[src/sv/cbop_pkg.sv]
// ----------------------------------------------------------------------------
// cbop_pkg
// Shared types, codes and sizes for the capture buffer ownership pool.
// ----------------------------------------------------------------------------
package cbop_pkg;

	localparam int NUM_BUFFERS = 8;
	localparam int SLOT_W      = $clog2(NUM_BUFFERS);
	localparam int CNT_W       = $clog2(NUM_BUFFERS + 1);

	localparam int CMD_W      = 3;
	localparam int ID_W       = 64;
	localparam int SLOT_IN_W  = 8;
	localparam int ERR_W      = 4;
	localparam int SLOT_OUT_W = 3;
	localparam int SEQ_W      = 32;

	typedef logic [1:0] own_t;
	localparam own_t OWN_FREE     = 2'd0;
	localparam own_t OWN_DMA      = 2'd1;
	localparam own_t OWN_READY    = 2'd2;
	localparam own_t OWN_ENCODING = 2'd3;

	typedef logic [CMD_W-1:0] cmd_code_t;
	localparam cmd_code_t CMD_BEGIN   = 3'd0;
	localparam cmd_code_t CMD_ACQUIRE = 3'd1;
	localparam cmd_code_t CMD_FULL    = 3'd2;
	localparam cmd_code_t CMD_STOP    = 3'd3;
	localparam cmd_code_t CMD_QUIESCE = 3'd4;
	localparam cmd_code_t CMD_TAKE    = 3'd5;
	localparam cmd_code_t CMD_RELEASE = 3'd6;
	localparam cmd_code_t CMD_FAULT   = 3'd7;

	typedef logic [ERR_W-1:0] err_t;
	localparam err_t ERR_NONE     = 4'd0;
	localparam err_t ERR_OVERFLOW = 4'd1;
	localparam err_t ERR_CAPTURE  = 4'd2;

	localparam logic [SEQ_W-1:0] SEQ_MAX = {SEQ_W{1'b1}};

	typedef struct packed {
		cmd_code_t              cmd;
		logic [ID_W-1:0]        session_id;
		logic [SLOT_IN_W-1:0]   slot_in;
		logic                   forced;
		err_t                   fault_code;
	} item_t;

	typedef struct packed {
		logic                   ok;
		logic [SLOT_OUT_W-1:0]  slot_out;
		logic [SEQ_W-1:0]       seq_out;
		logic                   drained;
		err_t                   error_out;
		logic                   stop_pending;
	} result_t;

	typedef struct packed {
		logic                   clear;
		logic                   push;
		logic                   pop;
		logic [SLOT_W-1:0]      push_slot;
	} fifo_ctl_t;

endpackage

[src/sv/cbop_ready_fifo.sv]
// ----------------------------------------------------------------------------
// cbop_ready_fifo
// Circular queue of ready slot indexes, oldest at the head.
// ----------------------------------------------------------------------------
module cbop_ready_fifo (
	input  logic                          clk,
	input  logic                          arst_n,
	input  cbop_pkg::fifo_ctl_t           ctl,
	output logic [cbop_pkg::SLOT_W-1:0]   head_slot,
	output logic [cbop_pkg::CNT_W-1:0]    count
);

	logic [cbop_pkg::SLOT_W-1:0] entry_q [cbop_pkg::NUM_BUFFERS];
	logic [cbop_pkg::SLOT_W-1:0] head_q;
	logic [cbop_pkg::CNT_W-1:0]  count_q;
	logic [cbop_pkg::SLOT_W:0]   tail_sum;
	logic [cbop_pkg::SLOT_W:0]   head_sum;
	logic [cbop_pkg::SLOT_W-1:0] tail;
	logic [cbop_pkg::SLOT_W-1:0] head_next;

	always_comb begin
		tail_sum = (cbop_pkg::SLOT_W+1)'(head_q) + (cbop_pkg::SLOT_W+1)'(count_q);
		if (tail_sum >= (cbop_pkg::SLOT_W+1)'(cbop_pkg::NUM_BUFFERS)) begin
			tail = cbop_pkg::SLOT_W'(tail_sum - (cbop_pkg::SLOT_W+1)'(cbop_pkg::NUM_BUFFERS));
		end else begin
			tail = cbop_pkg::SLOT_W'(tail_sum);
		end
		head_sum = (cbop_pkg::SLOT_W+1)'(head_q) + (cbop_pkg::SLOT_W+1)'(1);
		if (head_sum >= (cbop_pkg::SLOT_W+1)'(cbop_pkg::NUM_BUFFERS)) begin
			head_next = '0;
		end else begin
			head_next = cbop_pkg::SLOT_W'(head_sum);
		end
	end

	always_ff @(posedge clk or negedge arst_n) begin
		if (!arst_n) begin
			head_q  <= '0;
			count_q <= '0;
		end else if (ctl.clear) begin
			head_q  <= '0;
			count_q <= '0;
		end else if (ctl.push) begin
			count_q <= count_q + cbop_pkg::CNT_W'(1);
		end else if (ctl.pop) begin
			head_q  <= head_next;
			count_q <= count_q - cbop_pkg::CNT_W'(1);
		end
	end

	always_ff @(posedge clk) begin
		if (ctl.push && !ctl.clear) begin
			entry_q[tail] <= ctl.push_slot;
		end
	end

	assign head_slot = entry_q[head_q];
	assign count     = count_q;

endmodule

[src/sv/cbop_core.sv]
// ----------------------------------------------------------------------------
// cbop_core
// Session, slot ownership and sequence state; single-pass command decode.
// ----------------------------------------------------------------------------
module cbop_core (
	input  logic                          clk,
	input  logic                          arst_n,
	input  logic                          en,
	input  cbop_pkg::item_t               item,
	input  logic [cbop_pkg::SLOT_W-1:0]   head_slot,
	input  logic [cbop_pkg::CNT_W-1:0]    fifo_count,
	output cbop_pkg::fifo_ctl_t           fifo_ctl,
	output cbop_pkg::result_t             res
);

	logic [cbop_pkg::ID_W-1:0]   active_id_q;
	logic                        running_q;
	logic                        quiescent_q;
	logic                        stop_q;
	cbop_pkg::err_t              err_q;
	cbop_pkg::own_t              owner_q [cbop_pkg::NUM_BUFFERS];
	logic [cbop_pkg::SEQ_W-1:0]  slot_seq_q [cbop_pkg::NUM_BUFFERS];
	logic [cbop_pkg::SEQ_W-1:0]  seq_cnt_q;

	logic [cbop_pkg::ID_W-1:0]   active_n;
	logic                        running_n;
	logic                        quiescent_n;
	logic                        stop_n;
	cbop_pkg::err_t              err_n;
	cbop_pkg::own_t              owner_n [cbop_pkg::NUM_BUFFERS];
	logic [cbop_pkg::SEQ_W-1:0]  seq_cnt_n;
	logic                        seq_wr;
	logic [cbop_pkg::CNT_W-1:0]  count_n;
	cbop_pkg::fifo_ctl_t         ctl_c;

	logic                        id_match;
	logic                        id_match_n;
	logic                        all_free;
	logic                        all_free_n;
	logic                        slot_ok;
	logic [cbop_pkg::SLOT_W-1:0] idx;
	logic                        found;
	logic [cbop_pkg::SLOT_W-1:0] free_idx;
	logic                        fault;
	cbop_pkg::err_t              fault_code;

	assign idx     = item.slot_in[cbop_pkg::SLOT_W-1:0];
	assign slot_ok = item.slot_in < cbop_pkg::SLOT_IN_W'(cbop_pkg::NUM_BUFFERS);

	always_comb begin
		all_free = 1'b1;
		found    = 1'b0;
		free_idx = '0;
		for (int i = 0; i < cbop_pkg::NUM_BUFFERS; i++) begin
			if (owner_q[i] != cbop_pkg::OWN_FREE) begin
				all_free = 1'b0;
			end
			if (!found && owner_q[i] == cbop_pkg::OWN_FREE) begin
				found    = 1'b1;
				free_idx = cbop_pkg::SLOT_W'(i);
			end
		end
	end

	assign id_match = (item.session_id != '0) && (item.session_id == active_id_q);

	always_comb begin
		active_n    = active_id_q;
		running_n   = running_q;
		quiescent_n = quiescent_q;
		stop_n      = stop_q;
		err_n       = err_q;
		seq_cnt_n   = seq_cnt_q;
		seq_wr      = 1'b0;
		ctl_c       = '0;
		fault       = 1'b0;
		fault_code  = cbop_pkg::ERR_NONE;
		res         = '0;
		for (int i = 0; i < cbop_pkg::NUM_BUFFERS; i++) begin
			owner_n[i] = owner_q[i];
		end

		if (item.cmd == cbop_pkg::CMD_BEGIN) begin
			if (item.session_id != '0 && !running_q && fifo_count == '0 && all_free) begin
				active_n    = item.session_id;
				running_n   = 1'b1;
				quiescent_n = 1'b0;
				stop_n      = 1'b0;
				err_n       = cbop_pkg::ERR_NONE;
				seq_cnt_n   = '0;
				ctl_c.clear = 1'b1;
				res.ok      = 1'b1;
			end
		end else if (id_match) begin
			case (item.cmd)
				cbop_pkg::CMD_ACQUIRE: begin
					if (running_q && !quiescent_q) begin
						if (found) begin
							owner_n[free_idx] = cbop_pkg::OWN_DMA;
							res.ok            = 1'b1;
							res.slot_out      = cbop_pkg::SLOT_OUT_W'(free_idx);
						end else begin
							fault      = 1'b1;
							fault_code = cbop_pkg::ERR_OVERFLOW;
						end
					end
				end
				cbop_pkg::CMD_FULL: begin
					if (!running_q || quiescent_q || !slot_ok ||
					    owner_q[idx] != cbop_pkg::OWN_DMA ||
					    fifo_count >= cbop_pkg::CNT_W'(cbop_pkg::NUM_BUFFERS) ||
					    seq_cnt_q == cbop_pkg::SEQ_MAX) begin
						fault      = 1'b1;
						fault_code = cbop_pkg::ERR_OVERFLOW;
					end else begin
						owner_n[idx]    = cbop_pkg::OWN_READY;
						seq_cnt_n       = seq_cnt_q + cbop_pkg::SEQ_W'(1);
						seq_wr          = 1'b1;
						ctl_c.push      = 1'b1;
						ctl_c.push_slot = idx;
						res.ok          = 1'b1;
					end
				end
				cbop_pkg::CMD_STOP: begin
					stop_n = 1'b1;
					res.ok = 1'b1;
				end
				cbop_pkg::CMD_QUIESCE: begin
					if (item.forced || !stop_q) begin
						fault      = 1'b1;
						fault_code = cbop_pkg::ERR_CAPTURE;
					end
					quiescent_n = 1'b1;
					running_n   = 1'b0;
					for (int i = 0; i < cbop_pkg::NUM_BUFFERS; i++) begin
						if (owner_q[i] == cbop_pkg::OWN_DMA) begin
							owner_n[i] = cbop_pkg::OWN_FREE;
						end
					end
					res.ok = 1'b1;
				end
				cbop_pkg::CMD_TAKE: begin
					if (fifo_count != '0) begin
						if ((cbop_pkg::SLOT_W+1)'(head_slot) >=
						    (cbop_pkg::SLOT_W+1)'(cbop_pkg::NUM_BUFFERS) ||
						    owner_q[head_slot] != cbop_pkg::OWN_READY) begin
							fault      = 1'b1;
							fault_code = cbop_pkg::ERR_OVERFLOW;
						end else begin
							ctl_c.pop          = 1'b1;
							owner_n[head_slot] = cbop_pkg::OWN_ENCODING;
							res.ok             = 1'b1;
							res.slot_out       = cbop_pkg::SLOT_OUT_W'(head_slot);
							res.seq_out        = slot_seq_q[head_slot];
						end
					end
				end
				cbop_pkg::CMD_RELEASE: begin
					if (!slot_ok || owner_q[idx] != cbop_pkg::OWN_ENCODING) begin
						fault      = 1'b1;
						fault_code = cbop_pkg::ERR_OVERFLOW;
					end else begin
						owner_n[idx] = cbop_pkg::OWN_FREE;
						res.ok       = 1'b1;
					end
				end
				cbop_pkg::CMD_FAULT: begin
					if (item.fault_code != cbop_pkg::ERR_NONE) begin
						fault      = 1'b1;
						fault_code = item.fault_code;
						res.ok     = 1'b1;
					end
				end
				default: begin
				end
			endcase
		end

		// only the first error sticks; any fault forces a stop
		if (fault) begin
			if (err_q == cbop_pkg::ERR_NONE) begin
				err_n = fault_code;
			end
			stop_n = 1'b1;
		end

		if (ctl_c.clear) begin
			count_n = '0;
		end else if (ctl_c.push) begin
			count_n = fifo_count + cbop_pkg::CNT_W'(1);
		end else if (ctl_c.pop) begin
			count_n = fifo_count - cbop_pkg::CNT_W'(1);
		end else begin
			count_n = fifo_count;
		end

		all_free_n = 1'b1;
		for (int i = 0; i < cbop_pkg::NUM_BUFFERS; i++) begin
			if (owner_n[i] != cbop_pkg::OWN_FREE) begin
				all_free_n = 1'b0;
			end
		end
		id_match_n = (item.session_id != '0) && (item.session_id == active_n);

		res.drained      = id_match_n && quiescent_n && count_n == '0 && all_free_n;
		res.error_out    = err_n;
		res.stop_pending = stop_n;
	end

	assign fifo_ctl = en ? ctl_c : '0;

	always_ff @(posedge clk or negedge arst_n) begin
		if (!arst_n) begin
			active_id_q <= '0;
			running_q   <= 1'b0;
			quiescent_q <= 1'b0;
			stop_q      <= 1'b0;
			err_q       <= cbop_pkg::ERR_NONE;
			seq_cnt_q   <= '0;
			for (int i = 0; i < cbop_pkg::NUM_BUFFERS; i++) begin
				owner_q[i] <= cbop_pkg::OWN_FREE;
			end
		end else if (en) begin
			active_id_q <= active_n;
			running_q   <= running_n;
			quiescent_q <= quiescent_n;
			stop_q      <= stop_n;
			err_q       <= err_n;
			seq_cnt_q   <= seq_cnt_n;
			for (int i = 0; i < cbop_pkg::NUM_BUFFERS; i++) begin
				owner_q[i] <= owner_n[i];
			end
		end
	end

	// a slot's stamp is only read after a full has written it
	always_ff @(posedge clk) begin
		if (en && seq_wr) begin
			slot_seq_q[idx] <= seq_cnt_n;
		end
	end

endmodule

[src/sv/capture_buffer_ownership_pool.sv]
// ----------------------------------------------------------------------------
// capture_buffer_ownership_pool
// Pool of capture buffers owned by one session: begin, acquire, full, take,
// release, stop, quiesce and fault commands with an ordered ready queue.
// ----------------------------------------------------------------------------
//
//   channel   handshake              payload
//   request   req_valid / req_stall  cmd, session_id, slot_in, forced, fault_code
//   response  rsp_valid / rsp_stall  ok, slot_out, seq_out, drained, error_out,
//                                    stop_pending
//
// One command per cycle while req_stall is low; a command passes the input
// register and then the result register before its response is valid. The decode and
// slot-table update is one combinational pass between input and result regs.
// Reset clears session, ownership and queue state at once; no clearing pass.
// rsp_stall on a full result raises req_stall for a waiting command, same cycle.
// ----------------------------------------------------------------------------
module capture_buffer_ownership_pool (
	input  logic                              clk,
	input  logic                              arst_n,
	input  logic                              req_valid,
	output logic                              req_stall,
	input  logic [cbop_pkg::CMD_W-1:0]        cmd,
	input  logic [cbop_pkg::ID_W-1:0]         session_id,
	input  logic [cbop_pkg::SLOT_IN_W-1:0]    slot_in,
	input  logic                              forced,
	input  logic [cbop_pkg::ERR_W-1:0]        fault_code,
	output logic                              rsp_valid,
	input  logic                              rsp_stall,
	output logic                              ok,
	output logic [cbop_pkg::SLOT_OUT_W-1:0]   slot_out,
	output logic [cbop_pkg::SEQ_W-1:0]        seq_out,
	output logic                              drained,
	output logic [cbop_pkg::ERR_W-1:0]        error_out,
	output logic                              stop_pending
);

	logic                         valid_s1;
	cbop_pkg::item_t              item_s1;
	logic                         rsp_valid_q;
	cbop_pkg::result_t            result_q;
	cbop_pkg::result_t            res;
	cbop_pkg::fifo_ctl_t          fifo_ctl;
	logic [cbop_pkg::SLOT_W-1:0]  head_slot;
	logic [cbop_pkg::CNT_W-1:0]   fifo_count;
	logic                         advance;

	assign advance   = valid_s1 && (!rsp_valid_q || !rsp_stall);
	assign req_stall = valid_s1 && !advance;

	always_ff @(posedge clk or negedge arst_n) begin
		if (!arst_n) begin
			valid_s1 <= 1'b0;
		end else if (!req_stall) begin
			valid_s1 <= req_valid;
		end
	end

	always_ff @(posedge clk) begin
		if (req_valid && !req_stall) begin
			item_s1.cmd        <= cmd;
			item_s1.session_id <= session_id;
			item_s1.slot_in    <= slot_in;
			item_s1.forced     <= forced;
			item_s1.fault_code <= fault_code;
		end
	end

	cbop_ready_fifo u_fifo (
		.clk       (clk),
		.arst_n    (arst_n),
		.ctl       (fifo_ctl),
		.head_slot (head_slot),
		.count     (fifo_count)
	);

	cbop_core u_core (
		.clk        (clk),
		.arst_n     (arst_n),
		.en         (advance),
		.item       (item_s1),
		.head_slot  (head_slot),
		.fifo_count (fifo_count),
		.fifo_ctl   (fifo_ctl),
		.res        (res)
	);

	always_ff @(posedge clk or negedge arst_n) begin
		if (!arst_n) begin
			rsp_valid_q <= 1'b0;
		end else if (advance) begin
			rsp_valid_q <= 1'b1;
		end else if (!rsp_stall) begin
			rsp_valid_q <= 1'b0;
		end
	end

	always_ff @(posedge clk) begin
		if (advance) begin
			result_q <= res;
		end
	end

	assign rsp_valid    = rsp_valid_q;
	assign ok           = result_q.ok;
	assign slot_out     = result_q.slot_out;
	assign seq_out      = result_q.seq_out;
	assign drained      = result_q.drained;
	assign error_out    = result_q.error_out;
	assign stop_pending = result_q.stop_pending;

	a_stall_needs_item: assert property (@(posedge clk) disable iff (!arst_n)
		req_stall |-> valid_s1 && rsp_valid_q && rsp_stall)
		else $error("request stalled without a held result");

	a_slot_only_on_ok: assert property (@(posedge clk) disable iff (!arst_n)
		(rsp_valid_q && (slot_out != '0 || seq_out != '0)) |-> ok)
		else $error("slot or sequence reported on a failed command");

	a_error_forces_stop: assert property (@(posedge clk) disable iff (!arst_n)
		(rsp_valid_q && error_out != cbop_pkg::ERR_NONE) |-> stop_pending)
		else $error("latched error without a pending stop");

	a_drained_not_ok_acquire: assert property (@(posedge clk) disable iff (!arst_n)
		(advance && res.drained) |-> fifo_count == '0 || fifo_ctl.pop)
		else $error("drained reported with ready slots queued");

endmodule

[config.mk]
export PLATFORM = sky130hd
export DESIGN_NAME = capture_buffer_ownership_pool
export DESIGN_NICKNAME = d
export VERILOG_FILES = /design/src/sv/cbop_pkg.sv /design/src/sv/cbop_ready_fifo.sv /design/src/sv/cbop_core.sv /design/src/sv/capture_buffer_ownership_pool.sv
export SDC_FILE = /design/constraint.sdc
export NUM_CORES = 1
export LEC_CHECK = 0
export BUFFER_PORTS_ARGS = -buffer_cell sky130_fd_sc_hd__buf_2
export CAP_MARGIN = 20
export CORE_ASPECT_RATIO = 1.25
export CORE_MARGIN = 2
export CORE_UTILIZATION = 55
export DETAILED_ROUTE_END_ITERATION = 10
export GPL_TIMING_DRIVEN = 0
export HOLD_SLACK_MARGIN = 0.1
export PLACE_DENSITY = 0.76
export SYNTH_ARGS = -nofsm -noshare
export SYNTH_HDL_FRONTEND = slang
export SYNTH_SLANG_ARGS = --single-unit
[constraint.sdc]
create_clock -name clk -period 16.1 [get_ports clk]
set_input_delay 3.22 -clock clk [delete_from_list [all_inputs] [get_ports clk]]
set_output_delay 3.22 -clock clk [all_outputs]
set_load 0.01 [all_outputs]
# == Yosys cells after proc, flatten, opt, wreduce, memory -nomap -nowiden ==
# Memory sizes are Yosys's and may differ from the RTL's.
# Index checks and enable logic that the tools add are counted.
# op_classes
addsub,6
n_mul,0
div,0
order_cmp,10
eq_ne,24
n_shift,0
n_mux,147
bitwise,15
n_reduce_logical,88
# op_table
operator,count
2-to-1 mux 32 bit,6
equality test 64 bit,2
2-to-1 mux 16 bit,8
2-to-1 mux 64 bit,2
2-to-1 mux 36 bit,3
case mux 16 bit (5 select lines),1
2-to-1 mux 1 bit,71
nonzero test 64 bit,1
2-to-1 mux 4 bit,15
nonzero test 2 bit,19
2-to-1 mux 2 bit,18
2-to-1 mux 3 bit,11
adder 32 x 1 -> 32 bit (second input constant),1
equality test 32 bit (second input constant),1
>= comparator 4 bit (second input constant),6
logical AND 1 bit,24
case mux 4 bit (6 select lines),1
demux 2 bit (select 3 bit),3
AND 16 bit,1
AND 8 bit,2
equality test 2 x 1 -> 1 bit (second input constant),8
logical NOT 1 bit,16
logical NOT 2 bit,8
NOT 16 bit,1
other kinds (31),61
# word_totals
ff_bits,250
latchBits,0
ram_bits,280
mem_bits_ro,0
input_bits,84
wordCells,321
mem_count,2
# memory_table
name,words,word_bits,read_ports,rd_ports_with_merged_regs,write_ports,line_no,source
u_core.slot_seq_q,8,32,1,0,1,cbop_core.sv:22,logic [cbop_pkg::SEQ_W-1:0] slot_seq_q [cbop_pkg::NUM_BUFFERS];
u_fifo.entry_q,8,3,1,0,1,cbop_ready_fifo.sv:13,logic [cbop_pkg::SLOT_W-1:0] entry_q [cbop_pkg::NUM_BUFFERS];

# == Logic depth before layout (Yosys ltp) ==
# Gate-level depths: netlist of run 1.
# logic_depth
ltp_word,45
depth_mapped,12

# == By module ==
# A second synthesis of run 1 with hierarchy kept.
# hier_totals
hier_cells,1753
area_unflattened_um2,22582.9
# modules_own_cells
mod,instances,cells_each,area_per_inst_um2
cbop_core,1,1523,17367.9
capture_buffer_ownership_pool,1,130,3756.1
cbop_ready_fifo,1,100,1458.9

# == Least setup slack after synthesis of run 1 ==
# Ideal clock, no wire load.
# synth_timing
path_type,input -> output
startpoint,in rsp_stall
endpoint,out req_stall
arrival_time_ps,3406
path_slack_ps,9474
path_stages,2
path_cell_list,nand3_1 > inv_1
# synth_between
elab_chain_len,5
# synth_rtl
element,line_no,source
from (decl),capture_buffer_ownership_pool.sv:29,"input logic rsp_stall,"
logical NOT 1 bit,n/a,
logical OR 1 bit,capture_buffer_ownership_pool.sv:48,assign advance = valid_s1 && (!rsp_valid_q || !rsp_stall);
logical AND 1 bit,capture_buffer_ownership_pool.sv:48,
logical NOT 1 bit,capture_buffer_ownership_pool.sv:49,assign req_stall = valid_s1 && !advance;
logical AND 1 bit,capture_buffer_ownership_pool.sv:49,
to (decl),capture_buffer_ownership_pool.sv:22,"output logic req_stall,"
# No other way between the ends.

# == Worst setup path after layout of run 1 ==
# Ends and elaborated chain as after synthesis.

==> results of run 1 <==
final timing paths:
kind | start | endpoint | slack (ns)
setup / recovery | rsp_stall | req_stall | 9.27
hold / removal | u_core.active_id_q[56] | u_core.active_id_q[56] | 0.48
setup reg to reg | item_s1[13] | drained | 10.02
hold reg to reg | u_core.active_id_q[56] | u_core.active_id_q[56] | 0.48
max in group asynchronous | arst_n | rsp_valid | 12.70
min in group asynchronous | arst_n | u_core.active_id_q[47] | 2.64
power groups by stage:
| stage | clock network [uW] | registers [uW] | logic (uW) |
|---|---|---|---|
| 6_report | 1230 | 1530 | 160 |
| 4_1_cts | 1240 | 1530 | 157 |
| 5_1_grt | 1300 | 1530 | 169 |
| 3_5_place_dp | 0 | 1560 | 156 |
| 2_1_floorplan | 0 | 1550 | 75.6 |
| 3_3_place_gp | 0 | 1560 | 152 |
registers in the layout, indices dropped and copies added (netlist names), 3 cells and up:
signal and cells:
u_core.slot_seq_q 256, item_s1 80, u_core.active_id_q 64, seq_out 32, u_core.seq_cnt_q 32, u_fifo.entry_q 24, u_core.owner_q 16, error_out 4
u_core.err_q 4, u_fifo.count 4, slot_out 3, u_fifo.head_q 3
through the flow:
step / cells / utilization / cell area, um^2
after floorplan: 2044 / - / 23800
after global placement: 2736 / 0.586 / 25100
after detailed placement: 2757 / 0.594 / 25500
after CTS: 2851 / 0.634 / 27200
after global routing: 2855 / 0.635 / 27200
final: 2856 / 0.635 / 27200
layout by cell type (no fill, tap or decap), types with 47 or more instances in the layout:
master and instances:
sky130_fd_sc_hd__clkbuf_1 101, sky130_fd_sc_hd__clkbuf_16 52, sky130_fd_sc_hd__nor2_1 123, sky130_fd_sc_hd__nand3_1 55
sky130_fd_sc_hd__nand4_1 47, sky130_fd_sc_hd__dfrtp_1 128, sky130_fd_sc_hd__buf_2 135, sky130_fd_sc_hd__a21oi_1 99
sky130_fd_sc_hd__nand2_1 444, sky130_fd_sc_hd__nor4_1 50, sky130_fd_sc_hd__edfxtp_1 402
routing by layer:
layer / vias up / part of all wire / GRT usage
met1: 8736 / 0.33 / 0.374
met5: - / 0 / 0
met3: 288 / 0.068 / 0.0567
li1: 7995 / - / -
met2: 932 / 0.51 / 0.610
met4: 0 / 0.091 / 0.274
worst max-delay path: stages:
cell	delay, ns
sky130_fd_sc_hd__buf_2	0.10
sky130_fd_sc_hd__nand3_1	0.11
sky130_fd_sc_hd__inv_1	0.05
sky130_fd_sc_hd__buf_2	0.13
final cells by class:
class / instances / area [um^2]
Timing Repair Buffer: 151 / 955
Fill cell: 3336 / 15600
Buffer: 112 / 454
Clock inverter: 34 / 389
Inverter: 17 / 63.8
Antenna cell: 2 / 5.00
Tap cell: 565 / 707
Multi-Input combinational cell: 1385 / 8040
Clock buffer: 60 / 1330
Sequential cell: 530 / 15300
cells by family after synthesis:
logic type      share of synthesized area
compound gates                      0.101
xor+xnor                           0.0243
fa+ha+maj                         0.00348
buf+inv                            0.0216
flops                               0.643
mux                                0.0297
simple gates                        0.177
==> impl_metrics.sql, run 1 <==
INSERT INTO impl_metrics (metric_group, metric, value, unit) VALUES
('run_status', 'run_status', 'complete, no violations', ''),
('synth', 'synthDominantCellAreaShare', '0.508', ''),
('power', 'power_switching', '678', 'uW'),
('power', 'p_seq_frac', '0.523', ''),
('global_route', 'grt_start_max_net_pins', '78', ''),
('synth', 'syn-mean-instance-area', '11.6', 'um^2'),
('global_route', 'first_pass_grt_wire_length', '113000', 'um'),
('setup_path', 'worst_ep_required_time', '12.88', 'ns'),
('global_route', 'vias_in_the_first_global_route', '18265', ''),
('die', 'die_x', '190', 'um'),
('synth', 'synth-async-reset-ratio', '0.242', ''),
('synth', 'synth.yosys.seq_area_share', '0.643', ''),
('synth', 'synth-edff-count', '402', ''),
('die', 'floorplan.die.height', '236', 'um'),
('global_route', 'antenna_found_initial', '1', ''),
('setup_path', 'type_of_destination_of_the_critical_path', 'output pin', ''),
('setup_path', 'ff2ff_path_depth', '9', ''),
('cts', 'tritoncts', 'yes', ''),
('timing', 'clock.fmax', '0.146', 'GHz'),
('global_route', 'overflow', '0', ''),
('setup_path', 'worstSetupPathType', 'in2out', ''),
('synth', 'synth.cell_area', '0.0238', 'mm^2'),
('cts', 'post_cts.repair.setup_buffers', '0', ''),
('power', 'swShare', '0.232', ''),
('die', 'die_area', '0.0449', 'mm^2'),
('min_path', 'worstHoldPathType', 'reg2reg', ''),
('placed_design', 'routabilityCongestion', '0.961', ''),
('synth', 'post-synth-top-count-cell', 'sky130_fd_sc_hd__nand2_1', ''),
('placed_design', 'detailed_place_hpwl', '56000', 'um'),
('detailed_routing', 'totalWireLength', '77100', 'um'),
('min_path', 'hold_depth', '2', ''),
('timing', 'fin_hold_ws', '0.478', 'ns'),
('setup_path', 'critical_path_peak_fanout', '3', ''),
('die', 'rows', '85', ''),
('die', 'design.portCount', '128', ''),
('timing', 'worst_clock_skew', '0.0162', 'ns'),
('power', 'p_per_area', '107', 'mW/mm^2'),
('detailed_routing', 'detailedRoute.firstIterationViolations', '1648', ''),
('die', 'floorplan.initialDensity', '0.554', ''),
('timing', 'tightest_slew', '1.13', 'ns'),
('placed_design', 'dpl_worst_slack', '9.26', 'ns'),
('synth', 'netlist_top_cells_area', 'sky130_fd_sc_hd__edfxtp_1 (51%), sky130_fd_sc_hd__dfrtp_1 (13%), sky130_fd_sc_hd__nand2_1 (7.0%)', ''),
('synth', 'post_synth_num_cell_types', '82', ''),
('detailed_routing', 'dr_vias_cell', '6.29', ''),
('timing', 'slew-limit-headroom', '0.237', ''),
('synth', 'syn-instance-count', '2044', ''),
('cts', 'cts.hold.buffers_added', '0', ''),
('power', 'ir_drop', '0.0843', 'mV'),
('power', 'power', '2920', 'uW'),
('setup_path', 'worstPathArrival', '3.61', 'ns'),
('timing', 'period_needed', '6.83', 'ns'),
('cts', 'clk_latency', '0.62', 'ns'),
('cts', 'clockRootBuffer', 'sky130_fd_sc_hd__clkbuf_16', ''),
('synth', 'postSynthRegisterBits', '530', ''),
('detailed_routing', 'drt_pre_antenna_iters', '5', ''),
('detailed_routing', 'detail-route-antenna-nets', '0', ''),
('timing', 'setup-violations-final', '0', ''),
('final_layout', 'drive_above_1_share', '0.133', ''),
('timing', 'report.final.hold_viol_count', '0', ''),
('synth', 'yosys.area.top_type', 'sky130_fd_sc_hd__edfxtp_1', ''),
('synth', 'post_synth_top_flop', 'sky130_fd_sc_hd__edfxtp_1', ''),
('die', 'core_area', '0.0429', 'mm^2'),
('timing', 'rsz0062_at_grt', 'no', ''),
('timing', 'worst_setup_slack_after_layout', '9.27', 'ns'),
('placed_design', 'numPortBuffers', '127', ''),
('cts', 'clock_tree.buffer_depth', '3', ''),
('final_layout', 'finalNetCount', '2337', ''),
('timing', 'final-max-slew-violation-count', '0', ''),
('power', 'internal-power', '2240', 'uW'),
('setup_path', 'crit_path_start_kind', 'input pin', ''),
('synth', 'ys_top_cells_by_count', 'sky130_fd_sc_hd__nand2_1 (444), sky130_fd_sc_hd__edfxtp_1 (402), sky130_fd_sc_hd__dfrtp_1 (128), sky130_fd_sc_hd__nor2_1 (128), sky130_fd_sc_hd__a21oi_1 (99)', '');
(Power assumes the default switching activity.)
==> run 2: changes to the inputs <==
--- a/config.mk
+++ b/config.mk
@@ -5,6 +5,7 @@
 export SDC_FILE = /design/constraint.sdc
 export NUM_CORES = 1
 export LEC_CHECK = 0
+export ABC_AREA = 1
 export BUFFER_PORTS_ARGS = -buffer_cell sky130_fd_sc_hd__buf_2
 export CAP_MARGIN = 20
 export CORE_ASPECT_RATIO = 1.25
==> constraint.sdc (replaced) <==
create_clock -name clk -period 6.6 [get_ports clk]
set_input_delay 1.32 -clock clk [delete_from_list [all_inputs] [get_ports clk]]
set_output_delay 1.32 -clock clk [all_outputs]
set_load 0.01 [all_outputs]
==> run 2 against run 1 <==
  * Setup slack got worse by 7.5 ns
  * Critical path depth rose by 10
  * Sequential cell count did not move
  * Register-to-register slack got worse by 8.3 ns
  * Area after synthesis fell by 0.42%
  * Clock power rose by 140%
  * Highest routed layer unchanged
  * Critical path type is now reg2reg
  * Critical endpoint is now u_core.slot_seq_q[7][22]
  * Non-clock buffer count fell by 50
  * Die area fell by 0.41%
  * Wire length fell by 15%
  * First-iteration DRC count rose by 27%
  * Clock-buffer cell count rose by 2
  * Via count fell by 0.14%
==> impl_metrics.sql, run 2 <==
INSERT INTO impl_metrics (metric_group, metric, value, unit) VALUES
('placed_design', 'placed_cell_area', '0.0253', 'mm^2'),
('final_layout', 'area_delta_synth_final', '14.0', '%'),
('setup_path', 'type_of_destination_of_the_critical_path', 'flip-flop', ''),
('global_route', 'overflow', '0', ''),
('final_layout', 'antenna-diode-count', '0', ''),
('detailed_routing', 'detailedRoute.firstIterationViolations', '2091', ''),
('cts', 'clk_pin_slew_worst_paths', '0.07', 'ns'),
('cts', 'cts-resized-gates', '0', ''),
('cts', 'clockRootBuffer', 'sky130_fd_sc_hd__clkbuf_16', ''),
('run_status', 'run_status', 'complete, no violations', ''),
('final_layout', 'final_cell_mix', 'sky130_fd_sc_hd__nand2_1 (633), sky130_fd_sc_hd__edfxtp_1 (402), sky130_fd_sc_hd__nor2_1 (202), sky130_fd_sc_hd__inv_1 (183), sky130_fd_sc_hd__buf_2 (143)', ''),
('setup_path', 'critical-path-slowest-cell', 'sky130_fd_sc_hd__nor2_4', ''),
('global_route', 'grt_usage', '0.293', ''),
('detailed_routing', 'avgRoutedWirePerCell', '21.3', 'um'),
('timing', 'slew-limit-headroom', '0.199', ''),
('synth', 'synth-async-reset-ratio', '0.242', ''),
('synth', 'syn-mean-instance-area', '10.4', 'um^2'),
('run', 'drv.max_cap_violation_count', '0', ''),
('final_layout', 'drive_above_1_share', '0.121', ''),
('synth', 'ys_top_cells_by_count', 'sky130_fd_sc_hd__nand2_1 (633), sky130_fd_sc_hd__edfxtp_1 (402), sky130_fd_sc_hd__nor2_1 (210)', ''),
('cts', 'total_clock_sinks', '530', ''),
('power', 'power', '7490', 'uW'),
('synth', 'post_synth_top_flop', 'sky130_fd_sc_hd__edfxtp_1', ''),
('synth', 'post-synth-top-count-cell', 'sky130_fd_sc_hd__nand2_1', ''),
('setup_path', 'cp_cell_sequence', 'nor2_1, nand4_1, nand3b_1, nor2_1, nand2_1, nand3_1, nor2_1, nand2_1, nor2_4, nand2_2, nor2_1, inv_1, nor2_4, buf_16', ''),
('final_layout', 'finalNetCount', '2563', ''),
('final_layout', 'top_register', 'u_core.slot_seq_q', ''),
('global_route', 'grt_start_max_net_pins', '87', ''),
('timing', 'clock.fmax', '0.207', 'GHz'),
('synth', 'ys_warn_count', '0', ''),
('power', 'p_leak', '0.0111', 'uW'),
('die', 'floorplan.initialDensity', '0.560', ''),
('placed_design', 'dpl_worst_slack', '1.89', 'ns'),
('global_route', 'antenna_found_initial', '0', ''),
('cts', 'clk_latency', '0.59', 'ns'),
('cts', 'total_clock_buffers_created_by_cts', '49', ''),
('synth', 'synth-edff-count', '402', ''),
('timing', 'worst_setup_slack_after_layout', '1.76', 'ns'),
('setup_path', 'worst_ep_required_time', '6.88', 'ns'),
('setup_path', 'cp_top_family', 'simple AND/OR/NAND/NOR gates', ''),
('power', 'p_per_area', '278', 'mW/mm^2'),
('detailed_routing', 'route.detailed.drc', '0', ''),
('detailed_routing', 'drt_pre_antenna_iters', '8', ''),
('setup_path', 'timing.critical_path.slowest_cell_delay', '0.61', 'ns'),
('die', 'rows', '84', ''),
('synth', 'yosys.area.top_type', 'sky130_fd_sc_hd__edfxtp_1', ''),
('timing', 'setup-violations-final', '0', ''),
('final_layout', 'largest_register_ffs', '256', ''),
('setup_path', 'cp_num_buf_inv', '2', ''),
('detailed_routing', 'dr_vias_cell', '5.83', ''),
('synth', 'synth.yosys.seq_area_share', '0.646', ''),
('timing', 'finalCritPeriodShare', '0.733', ''),
('die', 'core_area', '0.0423', 'mm^2'),
('cts', 'cts.hold.buffers_added', '0', ''),
('die', 'floorplan.die.height', '236', 'um'),
('synth', 'netlist_top_cells_area', 'sky130_fd_sc_hd__edfxtp_1 (51%), sky130_fd_sc_hd__dfrtp_1 (14%), sky130_fd_sc_hd__nand2_1 (10%)', ''),
('detailed_routing', 'totalWireLength', '65400', 'um'),
('placed_design', 'numPortBuffers', '127', ''),
('cts', 'tritoncts', 'yes', ''),
('global_route', 'vias_in_the_first_global_route', '17373', ''),
('timing', 'period_needed', '4.84', 'ns'),
('timing', 'final-max-slew-violation-count', '0', ''),
('setup_path', 'critical_path_peak_fanout', '18', ''),
('synth', 'synth.cell_area', '0.0237', 'mm^2'),
('timing', 'fin_hold_ws', '0.462', 'ns'),
('final_layout', 'stdcell_area', '0.0270', 'mm^2'),
('final_layout', 'final_util', '0.638', ''),
('die', 'design.portCount', '128', ''),
('synth', 'syn_nets', '2371', ''),
('placed_design', 'routabilityCongestion', '0.972', ''),
('final_layout', 'layout.cells.most_common', 'sky130_fd_sc_hd__nand2_1', ''),
('global_route', 'first_pass_grt_wire_length', '99400', 'um'),
('synth', 'postSynthRegisterBits', '530', ''),
('final_layout', 'layout.filler_cells', '3299', ''),
('setup_path', 'cpMostUsedCell', 'sky130_fd_sc_hd__nor2_1', ''),
('timing', 'rsz0062_at_grt', 'no', ''),
('synth', 'post_synth_num_cell_types', '65', ''),
('cts', 'post_cts.repair.setup_buffers', '0', ''),
('timing', 'report.final.hold_viol_count', '0', ''),
('placed_design', 'detailed_place_hpwl', '46000', 'um'),
('detailed_routing', 'routed-via-count', '17925', ''),
('min_path', 'worstHoldPathType', 'reg2reg', ''),
('timing', 'tightest_slew', '1.19', 'ns'),
('power', 'ir_drop', '0.223', 'mV'),
('die', 'die_x', '190', 'um'),
('cts', 'clock_tree.buffer_depth', '3', ''),
('setup_path', 'worstSetupPathType', 'reg2reg', ''),
('synth', 'synthDominantCellAreaShare', '0.510', ''),
('die', 'die_area', '0.0447', 'mm^2'),
('setup_path', 'worstPathArrival', '5.12', 'ns'),
('detailed_routing', 'detail-route-antenna-nets', '0', ''),
('setup_path', 'crit_path_start_kind', 'flip-flop', ''),
('synth', 'syn-instance-count', '2281', ''),
('cts', 'cts.htree.levels', '2', ''),
('final_layout', 'biggestRegsByFlops', 'u_core.slot_seq_q x256, item_s1 x80, u_core.active_id_q x64', ''),
('timing', 'worst_clock_skew', '0.0143', 'ns');
run 2: cell types whose count changed after synthesis, sizes merged, moves of 23 or more:
cell / delta
nor4: -43
a31oi: -30
clkbuf: -53
mux2i: -33
nor2: +96
nand2: +201
inv: +177
and2: -33
a41oi: +23
a211oi: -26
o21ai: +116
nand3: +82
a21oi: -66
run 2: worst reg2reg max path, stage by stage, from the launching register on:
cell and delay [ns]:
sky130_fd_sc_hd__edfxtp_1 0.52, sky130_fd_sc_hd__nor2_1 0.09, sky130_fd_sc_hd__nand4_1 0.12, sky130_fd_sc_hd__nand3b_1 0.12, sky130_fd_sc_hd__nor2_1 0.04, sky130_fd_sc_hd__nand2_1 0.32
sky130_fd_sc_hd__nand3_1 0.35, sky130_fd_sc_hd__nor2_1 0.39, sky130_fd_sc_hd__nand2_1 0.27, sky130_fd_sc_hd__nor2_4 0.26, sky130_fd_sc_hd__nand2_2 0.25, sky130_fd_sc_hd__nor2_1 0.58
sky130_fd_sc_hd__inv_1 0.33, sky130_fd_sc_hd__nor2_4 0.61, sky130_fd_sc_hd__buf_16 0.26
run 2: cell type report:
cell class	count	area (um^2)	area share
Clock buffer	62	1330	0.0492
Inverter	196	746	0.0277
Timing Repair Buffer	141	885	0.0328
Multi-Input combinational cell	1483	7360	0.273
Buffer	72	335	0.0124
Sequential cell	530	15300	0.566
Clock inverter	29	337	0.0125
Tap cell	559	699	0.0259
run 2: report_power, final:
group          leakage (uW)  total [uW]  internal [uW]  switching (uW)
logic               0.00437         708            202             506
registers           0.00592        3850           3740             120
clock network      0.000810        2920           1700            1230
run 2: per-layer routing:
metal,GRT usage,wire length [um],up-vias
met1,0.377,25400,8577
met3,0.0381,4800,195
met4,0.132,3140,0
met5,0,0,-
met2,0.497,32000,921
li1,-,-,8232
run 2: path summary, 6_finish.rpt:
check | slack, ns | endpoint | depth (start not counted) | from
worst max register to register | 1.76 | u_core.slot_seq_q[7][22] | 14 | item_s1[21]
worst max-delay path | 1.76 | u_core.slot_seq_q[7][22] | 14 | item_s1[21]
min in group asynchronous | 0.66 | u_core.active_id_q[18] | 1 | arst_n
worst min register to register | 0.46 | rsp_valid | 2 | valid_s1
max in group asynchronous | 5.11 | u_core.owner_q[8] | 2 | arst_n
worst min-delay path | 0.46 | rsp_valid | 2 | valid_s1
run 2: cells by family after synthesis:
| family | share of synthesized area |
|---|---|
| xor gates and xnor gates | 0.0189 |
| buffers and inverters | 0.0456 |
| and+or+nand+nor | 0.203 |
| AOI/OAI and AO/OA | 0.0835 |
| adders and majority gates | 0.00349 |
| DFF | 0.646 |
run 2: metrics by stage:
step,TNS (ns),instances
after floorplan,0,2281
after global routing,0,3072
after CTS,0,3069
after global placement,-1.01,2967
after detailed placement,0,2978
final,0,3072
